[src/sv/integer_to_radix_digits_macros.svh]
// assertion macros shared by the integer to radix digits block
`ifndef INTEGER_TO_RADIX_DIGITS_MACROS_SVH
`define INTEGER_TO_RADIX_DIGITS_MACROS_SVH
`ifndef SYNTHESIS
`define ITRD_ASSERT(label, clk, rst, prop) \
   label: assert property (@(posedge clk) disable iff (rst) prop) \
      else $error("itrd assertion failed");
`define ITRD_NEVER(label, clk, rst, expr) \
   label: assert property (@(posedge clk) disable iff (rst) !(expr)) \
      else $error("itrd forbidden condition seen");
`else
`define ITRD_ASSERT(label, clk, rst, prop)
`define ITRD_NEVER(label, clk, rst, expr)
`endif
`endif

[src/sv/itrd_pkg.sv]
// shared types, constants and helper functions of the integer to radix digits block
`timescale 1ns / 1ps
package itrd_pkg;
   localparam int VALUE_W     = 32;
   localparam int CHAR_W      = 8;
   localparam int DIGIT_W     = 4;
   localparam int RADIX_W     = 5;
   localparam int CSR_DATA_W  = 32;
   localparam int CSR_INDEX_W = 3;
   localparam int MAX_DIGITS  = 32;
   localparam int MAX_RADIX   = 16;
   localparam int COUNT_W     = $clog2(VALUE_W + MAX_DIGITS);
   localparam int REMAIN_W    = $clog2(MAX_DIGITS + 1);

   localparam logic [CHAR_W-1:0]  MINUS_CHAR  = 8'h2d;
   localparam logic [RADIX_W-1:0] RADIX_RESET = 5'd10;

   localparam logic [CSR_INDEX_W-1:0] CSR_RADIX   = 3'd0;
   localparam logic [CSR_INDEX_W-1:0] CSR_ALPHA_0 = 3'd1;
   localparam logic [CSR_INDEX_W-1:0] CSR_ALPHA_1 = 3'd2;
   localparam logic [CSR_INDEX_W-1:0] CSR_ALPHA_2 = 3'd3;
   localparam logic [CSR_INDEX_W-1:0] CSR_ALPHA_3 = 3'd4;

   typedef logic [DIGIT_W-1:0] digit_type;
   typedef logic [3:0][3:0][CHAR_W-1:0] alphabet_type;

   localparam alphabet_type ALPHABET_RESET =
      {32'h66656463, 32'h62613938, 32'h37363534, 32'h33323130};

   // one bit of the number on its way up the cell row
   typedef struct packed {
      logic valid;
      logic carry;
   } token_type;

   typedef struct packed {
      logic                 clear;
      logic                 shift;
      logic [RADIX_W-1:0]   radix;
   } cell_ctrl_type;

   function automatic logic [RADIX_W-1:0] effective_radix(input logic [RADIX_W-1:0] r);
      logic [RADIX_W-1:0] res;
      if (r < RADIX_W'(2)) begin
         res = RADIX_W'(2);
      end else if (r > RADIX_W'(MAX_RADIX)) begin
         res = RADIX_W'(MAX_RADIX);
      end else begin
         res = r;
      end
      return res;
   endfunction

   function automatic logic [CHAR_W-1:0] char_of(input alphabet_type a, input digit_type d);
      return a[d[3:2]][d[1:0]];
   endfunction
endpackage

[src/sv/itrd_cell.sv]
// one radix digit cell: doubles its digit plus carry modulo the radix, or clears or shifts
`timescale 1ns / 1ps
module itrd_cell (
   input  logic                   clock,
   input  logic                   reset,
   input  itrd_pkg::cell_ctrl_type ctrl,
   input  itrd_pkg::digit_type    shift_in,
   input  itrd_pkg::token_type    token_in,
   output itrd_pkg::digit_type    digit,
   output itrd_pkg::token_type    token_out
);
   itrd_pkg::digit_type                 digit_ff, digit_in;
   itrd_pkg::token_type                 token_ff, token_in_next;
   logic [itrd_pkg::RADIX_W-1:0]        doubled;
   logic [itrd_pkg::RADIX_W-1:0]        reduced;
   logic                                over;

   always_comb begin
      doubled = {digit_ff, token_ff.carry};
      over    = doubled >= ctrl.radix;
      reduced = over ? doubled - ctrl.radix : doubled;
      priority if (ctrl.clear) begin
         digit_in = '0;
      end else if (ctrl.shift) begin
         digit_in = shift_in;
      end else if (token_ff.valid) begin
         digit_in = reduced[itrd_pkg::DIGIT_W-1:0];
      end else begin
         digit_in = digit_ff;
      end
      token_in_next = ctrl.clear ? '0 : token_in;
   end

   always_ff @(posedge clock) begin
      if (reset) begin
         token_ff <= '0;
      end else begin
         token_ff <= token_in_next;
      end
      digit_ff <= digit_in;
   end

   assign digit     = digit_ff;
   assign token_out = '{valid: token_ff.valid, carry: over};
endmodule

[src/sv/integer_to_radix_digits.sv]
// Integer to radix text converter. Takes one signed 32-bit word and returns its text, one
// character per word, most significant digit first, a leading minus for negative values and
// last set on the final character. The magnitude enters a row of digit cells one bit per
// cycle, most significant bit first; each cell holds one radix digit and passes its carry to
// the next cell through its token register. An item is accepted, then run through the cell
// row, then given a minus sign if negative, then its digits are shifted out (leading zeros
// are dropped at one a cycle, others leave as the result side takes them).
`timescale 1ns / 1ps
`include "integer_to_radix_digits_macros.svh"
module integer_to_radix_digits (
   input  logic                                  clock,
   input  logic                                  reset,
   input  logic                                  req_valid,
   output logic                                  req_ready,
   input  logic signed [itrd_pkg::VALUE_W-1:0]   req_value,
   output logic                                  rsp_valid,
   input  logic                                  rsp_ready,
   output logic [itrd_pkg::CHAR_W-1:0]           rsp_character,
   output logic                                  rsp_last,
   input  logic                                  csr_write_enable,
   input  logic [itrd_pkg::CSR_INDEX_W-1:0]      csr_index,
   input  logic [itrd_pkg::CSR_DATA_W-1:0]       csr_write_data
);
   typedef enum logic [1:0] {IDLE, CONVERT, SIGN, DIGITS} state_type;

   state_type                          state_ff, state_in;
   logic [itrd_pkg::COUNT_W-1:0]       count_ff, count_in;
   logic [itrd_pkg::VALUE_W-1:0]       mag_ff, mag_in;
   logic [itrd_pkg::VALUE_W-1:0]       value_u;
   logic                               neg_ff, neg_in;
   logic                               seen_ff, seen_in;
   logic [itrd_pkg::REMAIN_W-1:0]      remain_ff, remain_in;
   logic                               rsp_valid_ff, rsp_valid_in;
   logic [itrd_pkg::CHAR_W-1:0]        rsp_character_ff, rsp_character_in;
   logic                               rsp_last_ff, rsp_last_in;
   logic [itrd_pkg::RADIX_W-1:0]       radix_ff, radix_in;
   itrd_pkg::alphabet_type             alphabet_ff, alphabet_in;
   logic                               out_free;
   logic                               is_last;
   itrd_pkg::digit_type                top_digit;
   itrd_pkg::cell_ctrl_type            cell_ctrl;
   itrd_pkg::token_type                tok [itrd_pkg::MAX_DIGITS+1];
   itrd_pkg::digit_type                digits [itrd_pkg::MAX_DIGITS];

   assign tok[0] = '{valid: state_ff == CONVERT
                           && count_ff < itrd_pkg::COUNT_W'(itrd_pkg::VALUE_W),
                     carry: mag_ff[itrd_pkg::VALUE_W-1]};

   for (genvar i = 0; i < itrd_pkg::MAX_DIGITS; i++) begin : g_cell
      itrd_pkg::digit_type shift_src;
      if (i == 0) begin : g_first
         assign shift_src = '0;
      end else begin : g_rest
         assign shift_src = digits[i-1];
      end
      itrd_cell u_cell (
         .clock     (clock),
         .reset     (reset),
         .ctrl      (cell_ctrl),
         .shift_in  (shift_src),
         .token_in  (tok[i]),
         .digit     (digits[i]),
         .token_out (tok[i+1])
      );
   end

   assign value_u   = req_value;
   assign top_digit = digits[itrd_pkg::MAX_DIGITS-1];
   assign out_free  = !rsp_valid_ff || rsp_ready;
   assign is_last   = remain_ff == itrd_pkg::REMAIN_W'(1);

   always_comb begin
      state_in         = state_ff;
      count_in         = count_ff;
      mag_in           = mag_ff;
      neg_in           = neg_ff;
      seen_in          = seen_ff;
      remain_in        = remain_ff;
      rsp_valid_in     = rsp_valid_ff && !rsp_ready;
      rsp_character_in = rsp_character_ff;
      rsp_last_in      = rsp_last_ff;
      radix_in         = radix_ff;
      alphabet_in      = alphabet_ff;
      cell_ctrl        = '{clear: 1'b0, shift: 1'b0,
                           radix: itrd_pkg::effective_radix(radix_ff)};

      unique case (state_ff)
         IDLE: begin
            if (req_valid) begin
               neg_in          = value_u[itrd_pkg::VALUE_W-1];
               mag_in          = neg_in ? '0 - value_u : value_u;
               count_in        = '0;
               seen_in         = 1'b0;
               remain_in       = itrd_pkg::REMAIN_W'(itrd_pkg::MAX_DIGITS);
               cell_ctrl.clear = 1'b1;
               state_in        = CONVERT;
            end
         end
         CONVERT: begin
            mag_in   = mag_ff << 1;
            count_in = count_ff + 1'b1;
            if (count_ff == itrd_pkg::COUNT_W'(itrd_pkg::VALUE_W + itrd_pkg::MAX_DIGITS - 1)) begin
               state_in = neg_ff ? SIGN : DIGITS;
            end
         end
         SIGN: begin
            if (out_free) begin
               rsp_valid_in     = 1'b1;
               rsp_character_in = itrd_pkg::MINUS_CHAR;
               rsp_last_in      = 1'b0;
               state_in         = DIGITS;
            end
         end
         DIGITS: begin
            // leading zero cells are dropped without a word
            if (!seen_ff && top_digit == '0 && !is_last) begin
               cell_ctrl.shift = 1'b1;
               remain_in       = remain_ff - 1'b1;
            end else if (out_free) begin
               cell_ctrl.shift  = 1'b1;
               remain_in        = remain_ff - 1'b1;
               seen_in          = 1'b1;
               rsp_valid_in     = 1'b1;
               rsp_character_in = itrd_pkg::char_of(alphabet_ff, top_digit);
               rsp_last_in      = is_last;
               if (is_last) begin
                  state_in = IDLE;
               end
            end
         end
         default: begin
            state_in = IDLE;
         end
      endcase

      if (csr_write_enable) begin
         unique case (csr_index)
            itrd_pkg::CSR_RADIX:   radix_in = csr_write_data[itrd_pkg::RADIX_W-1:0];
            itrd_pkg::CSR_ALPHA_0: alphabet_in[0] = csr_write_data;
            itrd_pkg::CSR_ALPHA_1: alphabet_in[1] = csr_write_data;
            itrd_pkg::CSR_ALPHA_2: alphabet_in[2] = csr_write_data;
            itrd_pkg::CSR_ALPHA_3: alphabet_in[3] = csr_write_data;
            default: begin
               radix_in = radix_ff;
            end
         endcase
      end
   end

   always_ff @(posedge clock) begin
      if (reset) begin
         state_ff     <= IDLE;
         count_ff     <= '0;
         neg_ff       <= 1'b0;
         seen_ff      <= 1'b0;
         remain_ff    <= '0;
         rsp_valid_ff <= 1'b0;
         radix_ff     <= itrd_pkg::RADIX_RESET;
         alphabet_ff  <= itrd_pkg::ALPHABET_RESET;
      end else begin
         state_ff     <= state_in;
         count_ff     <= count_in;
         neg_ff       <= neg_in;
         seen_ff      <= seen_in;
         remain_ff    <= remain_in;
         rsp_valid_ff <= rsp_valid_in;
         radix_ff     <= radix_in;
         alphabet_ff  <= alphabet_in;
      end
      mag_ff           <= mag_in;
      rsp_character_ff <= rsp_character_in;
      rsp_last_ff      <= rsp_last_in;
   end

   assign req_ready     = state_ff == IDLE;
   assign rsp_valid     = rsp_valid_ff;
   assign rsp_character = rsp_character_ff;
   assign rsp_last      = rsp_last_ff;

   // the top cell only passes bits while the row is converting
   `ITRD_ASSERT(a_top_token_in_convert, clock, reset, tok[itrd_pkg::MAX_DIGITS].valid |-> state_ff == CONVERT)
   // the final digit always goes out flagged last and ends the item
   `ITRD_ASSERT(a_last_digit_flagged, clock, reset, (state_ff == DIGITS && is_last && out_free) |=> (rsp_valid_ff && rsp_last_ff && state_ff == IDLE))
   `ITRD_NEVER(a_no_empty_digit_phase, clock, reset, state_ff == DIGITS && remain_ff == '0)
   // a waiting word is never overwritten
   `ITRD_ASSERT(a_word_holds, clock, reset, (rsp_valid_ff && !rsp_ready) |=> (rsp_valid_ff && $stable(rsp_character_ff) && $stable(rsp_last_ff)))
endmodule
[config.mk]
export PLATFORM = sky130hd
export DESIGN_NAME = integer_to_radix_digits
export DESIGN_NICKNAME = d
export VERILOG_FILES = /design/src/sv/itrd_pkg.sv /design/src/sv/itrd_cell.sv /design/src/sv/integer_to_radix_digits.sv
export VERILOG_INCLUDE_DIRS = /design/src /design/src/sv
export SDC_FILE = /design/constraint.sdc
export NUM_CORES = 1
export LEC_CHECK = 0
export BUFFER_PORTS_ARGS = -buffer_cell sky130_fd_sc_hd__buf_4
export CAP_MARGIN = 25
export CORE_MARGIN = 8
export CORE_UTILIZATION = 24
export CTS_CLUSTER_DIAMETER = 40
export DETAILED_ROUTE_END_ITERATION = 12
export GPL_ROUTABILITY_DRIVEN = 0
export GPL_TIMING_DRIVEN = 1
export PLACE_DENSITY_LB_ADDON = 0.3
export SYNTH_ARGS = -nofsm -noshare
export SYNTH_HDL_FRONTEND = slang
export SYNTH_SLANG_ARGS = --single-unit
export TNS_END_PERCENT = 5
[constraint.sdc]
create_clock -name clock -period 13.87 [get_ports clock]
set_input_delay 0.6935 -clock clock [delete_from_list [all_inputs] [get_ports clock]]
set_output_delay 0.6935 -clock clock [all_outputs]
set_load 0.005 [all_outputs]
[Word level (Yosys, flattened, before mapping)]
Index checks and enable logic that the tools add are counted.
Word-level totals
  register bits: 383
  logic and storage cells: 406
  output and inout port bits: 11
Cells by class
  $lt $le $gt $ge: 37
  add/subtract/negate cells: 35
  reduce and logical (&&, ||, !) cells: 59
  muxes and demuxes: 137
  equal/unequal tests: 16
Operators with widths (count)
  two-way mux 4 bit: 94
  >= comparator 5 bit: 32
  subtractor 4 bit: 32
  two-way mux 32 bit: 3
  nonzero test 2 bit: 34
  binary-select mux 32 bit (select 2 bit): 1
  case mux 32 bit (2 select lines): 1
  two-way mux 8 bit: 4
  subtractor 1 x 32 -> 32 bit (first input constant): 1
  two-way mux 6 bit: 4
  case mux 6 bit (2 select lines): 2
  binary-select mux 8 bit (select 2 bit): 1
  case mux 8 bit (2 select lines): 1
  two-way mux 1 bit: 14
  AND reduction 2 bit: 7
  two-way mux 2 bit: 6
  two-way mux 5 bit: 2
  inequality test 2 bit (second input constant): 5
  case mux 2 bit (4 select lines): 1
  AND reduction 4 bit: 2
  adder 6 x 1 -> 6 bit (second input constant): 1
  equality test 3 x 2 -> 1 bit (second input constant): 2
  equality test 6 x 1 -> 1 bit (second input constant): 1
  equality test 6 bit (second input constant): 1
  21 further kinds: 32

[Longest topological paths before layout]
Gate-level depths: netlist of the first run.
  depth in word-level cells: 7
  mapped depth: 9
  mapped depth without buffers: 9

[Modules after synthesis]
From an unflattened synthesis of the first run, not the netlist that was laid out.
Second synthesis, totals
  cell total of the unflattened synthesis: 3072
  area total of the unflattened synthesis: 26932.1 µm²
Modules (own cells, without submodules)
  itrd_cell at g_cell[0].u_cell ...: instances 22, area each 558.0 µm², cells each 65
  integer_to_radix_digits: instances 1, area each 9087.5 µm², cells each 992
  itrd_cell at g_cell[21].u_cell ...: instances 10, area each 556.8 µm², cells each 65

[Least setup slack after synthesis of the first run]
No wires, ideal clock.
  path kind: register to register
  start point: register radix_ff[2] in the netlist's numbering
  end point: register g_cell[27].u_cell.digit_ff[3]
  data required time: 13.778 ns
  arrival time: 7.775 ns
  period minus slack after synthesis: 7.867 ns
  setup slack: 6.003 ns
  path buffers: 0
  setup time: 0.092 ns
  cell stages (with the launch flop): 9
  cell sequence: dfxtp_1 > nor2_1 > o21ai_0 > ha_1 > o21a_1 > a2111o_1 > nand2_1 > a22oi_1 > o32ai_1
On the way
  word-level cells in the longest chain between the ends: 7
  elaborated cells between the ends (all ways): 9
RTL lines
  start: declaration: RTL line integer_to_radix_digits.sv:36  | logic [itrd_pkg::RADIX_W-1:0] radix_ff, radix_in;
  start signal: assignment: RTL line integer_to_radix_digits.sv:158  | radix_ff <= itrd_pkg::RADIX_RESET;
  start signal: assignment: RTL line integer_to_radix_digits.sv:167  | radix_ff <= radix_in;
  > comparator 5 bit: RTL line itrd_pkg.sv:46  | end else if (r > RADIX_W'(MAX_RADIX)) begin
  two-way mux 5 bit: RTL line itrd_pkg.sv:46
  two-way mux 5 bit *: RTL line itrd_pkg.sv:44  | if (r < RADIX_W'(2)) begin
  subtractor 4 bit / >= comparator 5 bit (equally long branches): RTL line itrd_cell.sv:21, itrd_cell.sv:20
  two-way mux 4 bit *: RTL line itrd_cell.sv:21  | reduced = over ? doubled - ctrl.radix : doubled;
  two-way mux 4 bit *: RTL line itrd_cell.sv:26  | end else if (token_ff.valid) begin
  two-way mux 4 bit *: RTL line itrd_cell.sv:24  | end else if (ctrl.shift) begin
  end signal: assignment: RTL line itrd_cell.sv:40  | digit_ff <= digit_in;
  end: declaration: RTL line itrd_cell.sv:12  | itrd_pkg::digit_type digit_ff, digit_in;
Mark *: on every way between the ends. The rest lies on a longest branch, timed or not. The select of a mux whose other input is x is not followed.
A chain may end at the register's enable or synchronous reset.

[Final worst setup path of the first run]
  start point: register radix_ff[4] in the netlist's numbering
  end point: register g_cell[17].u_cell.digit_ff[2]
On the way
  word-level cells in the longest chain between the ends: 7
  elaborated cells between the ends (all ways): 9
RTL lines (RTL line)
  > comparator 5 bit: itrd_pkg.sv:46
  two-way mux 5 bit: itrd_pkg.sv:46
  two-way mux 5 bit *: itrd_pkg.sv:44
  subtractor 4 bit / >= comparator 5 bit (equally long branches): itrd_cell.sv:21, itrd_cell.sv:20
  two-way mux 4 bit *: itrd_cell.sv:21
  two-way mux 4 bit *: itrd_cell.sv:26
  two-way mux 4 bit *: itrd_cell.sv:24
  end signal: assignment: itrd_cell.sv:40
  end: declaration: itrd_cell.sv:12
Marked as above.

==> metrics.md, run 1 <==
| Metric | Value |
|---|---|
| Status | complete, no violations |
| Final hold violations | 0 |
| CP delay by family, top | buffers and inverters |
| Total Wirelength | 66100 um |
| Clock group share of total power | 0.466 |
| Psw | 1.38 mW |
| RSZ-0062 raised after global routing | no |
| Hold Crit Start | csr_write_data[20] |
| Htree depth | 3 |
| Synth Flop Type | dfxtp_1 |
| Antenna cells | 0 |
| Finished Cell Area | about 28000 um^2 |
| Layout area overhead | 20.9% |
| Post-Syn Nets | 2994 |
| RR Startpoint | radix_ff[4] |
| HP Class | in2reg |
| Crit path time final | roughly 3.7 ns |
| DP Wirelength | between 40000 and 50000 um |
| Die Area | 107000 um^2 |
| Max Cap Viol | 0 |
| Buffers plus inverters on the worst setup path | 4 |
| Most prevalent standard cell on the critical path | buf_4 |
| Initial DRT Pass Iterations | 5 |
| Crit-path max cell delay | 0.74 ns |
| Initial drt markers | 1017 |
| Cells on worst reg2reg path | 11 |
| Worst setup path start | radix_ff[4] |
| First-pass GRT wire length | 108000 um |
| Reg2reg end | g_cell[17].u_cell.digit[2] |
| Wire per inst | 16.0 um |
| Gr ovfl total | 0 |
| Setup TNS | 0 ns |
| Number of I/O pins | 83 |
| Reg2Reg Setup Slack | slightly above 10 ns |
| Synth top area share | 0.295 |
| Critical-path top delay cell | buf_4 |
| DRC Markers | 0 |
| Num CTS Buffers | 82 |
| Nets | 3058 |
| Initial antenna violation count | 0 |
| Site row count | 114 |
| Vias in the first global route | 20.1k |
| Final setup viols | 0 |
| Vias per cell | 4.83 |
| Final worst-path cycle share | 0.264 |
| Die X | around 330 um |
| Post-route antenna net violation count | 0 |
| Crit Path Category | reg2reg |
| Worst setup EP type | register |
| Cell area power density | about 160 nW/um^2 |
| Switching Fraction | 0.316 |
| Seq pwr share | 0.313 |
| Critical path, cell by cell | inv_2, buf_4, o21ai_4, buf_4, buf_4, ha_1, nand2_1, o21ai_0, a31oi_1, mux2_2, a31oi_1 |
| P_int | between 2 and 3 mW |
| Total global-route track usage | 0.121 |
| Longest Clk Path Bufs | 3 |
| Crit-path max FO | between 40 and 50 |
| Final std cells w/o fill | 4131 |
| Post-CTS setup repair buffer count | 0 |
| Startpoint types | register |
| Setup WS post-layout | approximately 10 ns |
| Placed cell count | 3978 |
| Die H | 327 um |
| Cts repair resizes | 0 |
| Fin util | 0.292 |
| Clock transition at path regs | 0.05 ns |
| Post-synth cell types | 74 |
| Count of synthesis-stage warnings from yosys | 0 |
| Overall power | 4.36 mW |
| Critical Path AT | 4.21 ns |
| Core area | 96300 um^2 |
| Final Max Slew Viols | 0 |
| Syn Std Cell Area | 23200 um^2 |
| Worst skew pair latency | about 0.63 ns |
| Clock Sinks | 383 |
| Clock Skew | 0.0572 ns |
| Register area share after synthesis | 0.348 |
| Hold_buf cts | 0 |
| Synth area leaders | dfxtp_1 (29%), ha_1 (9.0%), nand2_1 (7.8%) |
| Fmax achieved | 0.273 GHz |
| Root buf cell | clkbuf_16 |
| Relative slew slack | 0.351 |
| Post-synth EDFFs | a little over 40 |
| Worst-margin pin slew | ~1 ns |
| Post-synth top area cell | dfxtp_1 |
| Combinational power share | 0.221 |
| Initial Util | 0.241 |
| Syn Inst Count | ~2.7k |
| Average size of a mapped cell | between 8 and 9 um^2 |
| Worst hold margin | 0.300 ns |
| Via count | 19.9k |
| Crit path required time | 14.41 ns |
| Hold Path Cell Cnt | 3 |
| Share of layout cells above drive strength 1 | 0.124 |
| VDD IR-drop max | slightly below 100 uV |
| Synth async-reset ratio | 0 |
| Total leakage power | between 10 and 15 nW |
| Port bufs | 82 |
| Worst slack, placed | 10.20 ns |
| Flops & latches, synth | 383 |
| Worst Hold End | alphabet_ff[52] |
| CTS tree | built |
| Placement Cell Area | between 20000 and 30000 um^2 |
| Pin count of the biggest net entering global routing | 78 |
worst max path at each step:
stage,endpoint,cells after the start
global placement,g_cell[17].u_cell.digit[2],11
finish,g_cell[17].u_cell.digit[2],11
detailed placement,g_cell[17].u_cell.digit[2],11
floorplan,g_cell[27].u_cell.digit[3],8
global route,g_cell[18].u_cell.digit[2],11
CTS,g_cell[17].u_cell.digit[2],11
sequential cells by signal, summed over array words and instances, names as in the netlist, 2 cells and up:
name / count
alphabet_ff: 128
count_ff: 6
g_cell.u_cell.digit: 128
g_cell.u_cell.doubled: 32
g_cell.u_cell.token_out: 32
mag_ff: 32
radix_ff: 5
remain_ff: 6
rsp_character: 8
state_ff: 2
layout make-up:
type	count	area, um^2
Sequential cell	383	8080
Clock inverter	44	596
Clock buffer	109	2310
Fill cell	10200	68200
Tap cell	1276	1600
Multi-Input combinational cell	2092	14200
Timing Repair Buffer	112	848
Inverter	115	432
power groups by stage:
stage / logic (mW) / registers (mW) / clock network [mW]
after floorplan: 0.710 / 1.35 / 0
after global routing: 1.08 / 1.38 / 2.13
final: 0.963 / 1.36 / 2.03
after global placement: 0.967 / 1.39 / 0
after detailed placement: 0.971 / 1.39 / 0
after CTS: 0.976 / 1.37 / 2.08
metal layers:
metal	GRT usage	wire, um	vias up
li1	-	-	9941
met1	0.157	31100	9549
met2	0.203	31100	338
met3	0.0222	2630	106
met4	0.0327	1280	0
met5	0	0	-
cells in the mapped netlist, types with 14 or more instances:
cell type  number
edfxtp_1       41
dfxtp_1       342
o21a_1         15
clkbuf_1       93
a211oi_1       14
nor3_1         36
nor2_1        116
nand3_1        95
o21ai_0       208
nand2_1       480
xor2_1         58
ha_1          168
buf_2          21
nor2b_1        20
a22oi_1        25
xnor2_1        29
a31oi_1        63
nand2b_1       52
o211ai_1       32
and2_1         17
fa_1           32
o21ai_1        16
mux4_2         40
nand3b_1       73
inv_1         115
nand4_1        45
a21oi_1       179
o31ai_1        22
mux2i_1        45
nor3b_1        27
a21o_1         16
or3_1          37
logic make-up (layout without fill, tap and decap cells):
family	count (synthesis)	in the layout	share of synthesized area
DFF	383	383	0.348
muxes	98	98	0.0646
buffers and inverters	247	380	0.0426
adders and majority gates	200	200	0.118
and+or+nand+nor	1039	1039	0.218
xor gates and xnor gates	87	87	0.0328
AOI/OAI and AO/OA	668	668	0.176
layout by cell type (no fill, tap or decap), drive strengths merged, types with 73 or more instances in the layout:
master / count
nor2: 116
a21oi: 180
inv: 124
nand3b: 73
ha: 168
o21ai: 225
nand3: 95
clkbuf: 109
dfxtp: 342
buf: 112
nand2: 482
tightest hold or removal path: cells and delay by family:
kind / cells / cell delay, ns
simple gates: 2 / 0.11
buf+inv: 1 / 0.10
Note: power is estimated with default switching activity, not from simulation.
==> inputs of run 2 (changes only) <==
==> constraint.sdc (replaced) <==
create_clock -name clock -period 3 [get_ports clock]
set_input_delay 0.15 -clock clock [delete_from_list [all_inputs] [get_ports clock]]
set_output_delay 0.15 -clock clock [all_outputs]
set_load 0.005 [all_outputs]
==> run 2 against run 1 <==
  * Clock-buffer cell count down 5
  * Combinational power rose to 5.0 times the previous value
  * First-iteration DRC count up 1.4%
  * Core utilization up 1.7 points
  * Die area unchanged
  * Critical path type unchanged
  * Global-route usage up 0.30 points
==> metrics.md, run 2 (synthesized netlist as in run 1, its figures left out) <==
| Metric | Value |
|---|---|
| Clock Sinks | 383 |
| CP Depth | 8 |
| Reg2reg end | g_cell[19].u_cell.digit[3] |
| Worst slack, placed | 0.190 ns |
| Buffers plus inverters on the worst setup path | 1 |
| Final std cells w/o fill | between 4k and 5k |
| Clock transition at path regs | roughly 0.05 ns |
| Placed cell count | 4047 |
| Worst skew pair latency | approximately 0.64 ns |
| RR Startpoint | radix_ff[1] |
| Share of layout cells above drive strength 1 | 0.145 |
| Startpoint types | register |
| Worst Setup EP | g_cell[19].u_cell.digit[3] |
| Worst hold margin | a little over 0.08 ns |
| Die H | 327 um |
| Total leakage power | between 10 and 15 nW |
| Initial Util | 0.241 |
| Final hold violations | 0 |
| Status | complete, no violations |
| Via count | 20.4k |
| Reg2Reg Setup Slack | roughly 0.19 ns |
| Post-route antenna net violation count | 0 |
| Critical-path top delay cell | a2111o_1 |
| Die Area | 107000 um^2 |
| Final setup viols | 0 |
| Vias per cell | 4.79 |
| Die X | 327 um |
| Htree depth | 3 |
| Number of I/O pins | 83 |
| Layout area overhead | 27.8% |
| Longest Clk Path Bufs | 3 |
| Antenna cells | 0 |
| RSZ-0062 raised after global routing | no |
| Crit path time final | 2.81 ns |
| Crit path required time | about 3.5 ns |
| Num CTS Buffers | between 80 and 90 |
| Relative slew slack | 0.465 |
| Total Wirelength | roughly 67000 um |
| Worst-margin pin slew | 0.802 ns |
| Setup TNS | 0 ns |
| Crit-path max cell delay | 0.49 ns |
| Cell area power density | 693 nW/um^2 |
| Total global-route track usage | 0.124 |
| Fmax achieved | 0.355 GHz |
| Site row count | 114 |
| Final worst-path cycle share | 0.938 |
| Worst setup path start | radix_ff[1] |
| Cells on worst reg2reg path | 8 |
| Gr ovfl total | 0 |
| Commonest non-fill, non-tap cell in the layout | nand2_1 |
| Critical Path AT | 3.34 ns |
| Crit-path max FO | 27 |
| Wire per inst | between 15 and 20 um |
| Post-CTS setup repair buffer count | 0 |
| Root buf cell | clkbuf_16 |
| Port bufs | 82 |
| CTS tree | built |
| DP Wirelength | 43200 um |
| Overall power | just over 20 mW |
| FILL cells | between 10k and 15k |
| Clock Skew | 0.0432 ns |
| Nets | 3195 |
| Initial drt markers | about 1.0k |
| Most frequent cells in the layout | nand2_1 (474), dfxtp_1 (338), o21ai_0 (200), a21oi_1 (179), ha_1 (168) |
| CP delay by family, top | compound AO/OA/AOI/OAI gates |
| Vias in the first global route | approximately 21k |
| Final Max Slew Viols | 0 |
| VDD IR-drop max | 500 uV |
| Worst setup EP type | register |
| Initial DRT Pass Iterations | 5 |
| Max Cap Viol | 0 |
| Pin count of the biggest net entering global routing | 136 |
| First-pass GRT wire length | 111000 um |
| Initial antenna violation count | 0 |
| HP Class | in2reg |
| DRC Markers | 0 |
| Crit Path Category | reg2reg |
| Setup WS post-layout | 0.185 ns |
| Core area | 96300 um^2 |
| Critical path, cell by cell | o311a_2, buf_12, ha_1, or3b_2, a2111o_1, nand2_2, a2bb2oi_1, o311ai_1 |
-- run 2: worst min-delay path by stage --
stage / endpoint / slack, ns / from / cells after the start
2_1_floorplan: alphabet_ff[12] / 0.27 / csr_write_data[12] / 2
3_3_place_gp: alphabet_ff[85] / 0.39 / csr_write_data[21] / 3
3_5_place_dp: alphabet_ff[49] / 0.40 / csr_write_data[17] / 3
4_1_cts: seen_ff / 0.04 / rsp_ready / 4
5_1_grt: seen_ff / 0.09 / rsp_ready / 4
6_report: seen_ff / 0.08 / rsp_ready / 4
-- run 2: cell type report --
cell class	instances	area [um^2]	share of cell area
Clock inverter	45	686	0.0231
Timing Repair Buffer	250	2300	0.0774
Sequential cell	383	8090	0.272
Clock buffer	104	2230	0.0753
Inverter	115	435	0.0147
Tap cell	1276	1600	0.0538
Multi-Input combinational cell	2092	14400	0.484
-- run 2: per-layer routing --
layer,wire (um),up-vias,track usage
li1,-,10200,-
met1,32700,9792,0.168
met2,30900,323,0.201
met3,2490,98,0.0216
met4,1290,0,0.0325
met5,0,-,0
-- run 2: per-stage QoR --
stage,utilization,instance area [um^2]
3_3_place_gp,0.271,26100
5_1_grt,0.308,29700
3_5_place_dp,0.271,26100
6_report,0.308,29700
4_1_cts,0.308,29700
2_1_floorplan,-,23400
-- run 2: worst min-delay path: stages --
cell and delay (ns):
buf_4 0.11, nand2b_1 0.21, nand4_1 0.13, a21oi_1 0.06
-- run 2: power breakdown --
group / switching (mW) / leakage [nW] / total, mW / internal [mW]
clock: 3.15 / 1.41 / 9.50 / 6.35
sequential: 0.445 / 3.16 / 6.32 / 5.87
combinational: 2.79 / 6.82 / 4.77 / 1.98
-- run 2: repair_timing --
item | in CTS | in global routing
hold endpoints to repair | 182 | 0
resized for setup | 0 | 0
hold buffers | 69 | 0
==> inputs of run 3 (changes only) <==
--- a/config.mk
+++ b/config.mk
@@ -8,6 +8,7 @@
 export LEC_CHECK = 0
 export BUFFER_PORTS_ARGS = -buffer_cell sky130_fd_sc_hd__buf_4
 export CAP_MARGIN = 25
+export CORE_ASPECT_RATIO = 1.4
 export CORE_MARGIN = 8
 export CORE_UTILIZATION = 24
 export CTS_CLUSTER_DIAMETER = 40
==> run 3 against run 2 <==
  * First-iteration DRC count shrank 7.1%
  * Clock skew shrank 0.014 ns
  * Clock-buffer cell count shrank 30
  * Largest power group unchanged
  * Hold slack lost 0.029 ns
  * Die area grew 0.13%
  * Register-to-register slack gained 0.04 ns
  * Setup slack gained 0.036 ns
  * Clock power shrank 25%
  * Critical path depth is the same
  * Via count shrank 0.47%
  * Non-clock buffer count shrank 33
  * Sequential share of layout area grew 1.1 points
==> metrics.md, run 3 (synthesized netlist as in run 1, its figures left out) <==
| Metric | Value |
|---|---|
| Total global-route track usage | 0.124 |
| Longest Clk Path Bufs | 3 |
| Final worst-path cycle share | 0.926 |
| Critical path, cell by cell | o311a_2, buf_12, ha_1, or3b_2, a2111o_1, nand2_2, a2bb2oi_1, o311ai_1 |
| Die H | 384 um |
| Post-route antenna net violation count | 0 |
| Port bufs | 82 |
| Final hold violations | 0 |
| Initial DRT Pass Iterations | 5 |
| Crit path required time | 3.53 ns |
| Switching Fraction | 0.336 |
| Core area | 96400 um^2 |
| Clock transition at path regs | 0.06 ns |
| Cts repair resizes | 0 |
| Final setup viols | 0 |
| Relative slew slack | 0.444 |
| Clock Skew | 0.0291 ns |
| Wire per inst | 16.2 um |
| Num CTS Buffers | 60 |
| Worst-margin pin slew | between 0.8 and 0.9 ns |
| Final std cells w/o fill | 4222 |
| Root buf cell | clkbuf_16 |
| Placed cell count | 4042 |
| Setup WS post-layout | between 0.2 and 0.25 ns |
| HP Class | in2reg |
| Layout area overhead | 22.8% |
| Cell area power density | 637 nW/um^2 |
| Seq pwr share | 0.349 |
| Multi-input combinational cell area | 14400 um^2 |
| Nets | 3141 |
| Initial Util | 0.241 |
| Die X | 279 um |
| Crit Path Category | reg2reg |
| Worst skew pair latency | about 0.64 ns |
| P_int | 12.1 mW |
| DRC Markers | 0 |
| Total leakage power | 10.8 nW |
| Htree depth | 2 |
| Setup TNS | 0 ns |
| Worst slack, placed | roughly 0.23 ns |
| First-pass GRT wire length | roughly 110000 um |
| Finished Cell Area | 28500 um^2 |
| Die Area | 107000 um^2 |
| Crit-path max cell delay | about 0.48 ns |
| Commonest non-fill, non-tap cell in the layout | nand2_1 |
| Fin util | 0.296 |
| Total Wirelength | roughly 68000 um |
| CTS tree | built |
| VDD IR-drop max | 509 uV |
| RSZ-0062 raised after global routing | no |
| Initial drt markers | 958 |
| Vias in the first global route | around 21k |
| Final Max Slew Viols | 0 |
| Number of I/O pins | 83 |
| Critical-path top delay cell | or3b_2 |
| Crit path time final | 2.78 ns |
| Clock group share of total power | 0.390 |
| Site row count | ~140 |
| Critical Path AT | about 3.3 ns |
| Vias per cell | between 4 and 5 |
| Initial antenna violation count | 0 |
| Share of layout cells above drive strength 1 | 0.129 |
| Sequential cell area | roughly 8000 um^2 |
| Gr ovfl total | 0 |
| Overall power | roughly 18 mW |
| Pin count of the biggest net entering global routing | 150 |
| Status | complete, no violations |
| Combinational power share | 0.261 |
| Placement Cell Area | 25800 um^2 |
| Fmax achieved | roughly 0.36 GHz |
| Most frequent cells in the layout | nand2_1 (474), dfxtp_1 (338), o21ai_0 (200), a21oi_1 (179), ha_1 (167) |
| Startpoint types | register |
| DP Wirelength | 45300 um |
| Worst setup EP type | register |
| Clock Sinks | 383 |
| Crit-path max FO | 27 |
| Worst hold margin | 0.0520 ns |
| Max Cap Viol | 0 |
| Psw | 6.10 mW |
| FILL cells | 10.3k |
| Via count | 20.3k |
-- run 3: power by group through the flow --
| stage | clock network (mW) | registers (mW) | logic [mW] |
|---|---|---|---|
| after floorplan | 0 | 6.26 | 3.32 |
| after global placement | 0 | 6.45 | 4.70 |
| after detailed placement | 0 | 6.45 | 4.71 |
| after CTS | 7.28 | 6.35 | 4.79 |
| after global routing | 7.48 | 6.42 | 5.30 |
| final | 7.10 | 6.33 | 4.74 |
-- run 3: repair_timing --
item                                   4_1_cts  5_1_grt
hold buffers                                66        0
endpoints found under the hold margin      165        0
setup buffers                                0        0
-- run 3: area by class of cell --
cell class                      instances  share of cell area
Antenna cell                            3            0.000263
Clock buffer                           74              0.0584
Clock inverter                         37              0.0137
Inverter                              115              0.0153
Multi-Input combinational cell       2092               0.503
Sequential cell                       383               0.283
Tap cell                             1301              0.0571
Timing Repair Buffer                  217              0.0686
-- run 3: worst max-delay path, delay by kind of cell, from the launching register on --
| family | cells | cell delay (ns) |
|---|---|---|
| flip-flops | 1 | 0.34 |
| AND/OR/NAND/NOR | 2 | 0.61 |
| buffers and inverters | 1 | 0.19 |
| adder cells (fa/ha/maj) | 1 | 0.31 |
| AO/OA/AOI/OAI | 4 | 1.21 |
-- run 3: path summary, 6_finish.rpt --
check	slack, ns	startpoint	endpoint	depth (start not counted)
setup reg to reg	0.22	radix_ff[1]	g_cell[19].u_cell.digit[3]	8
hold / removal	0.05	req_value[7]	mag_ff[7]	3
setup / recovery	0.22	radix_ff[1]	g_cell[19].u_cell.digit[3]	8
hold reg to reg	0.45	alphabet_ff[82]	alphabet_ff[82]	2
-- run 3: layer usage --
metal | global-route usage | routed length, um | up-vias
li1 | - | - | 10100
met1 | 0.145 | 29200 | 9786
met2 | 0.232 | 35000 | 346
met3 | 0.0170 | 2210 | 118
met4 | 0.0404 | 1810 | 0
met5 | 0 | 0 | -
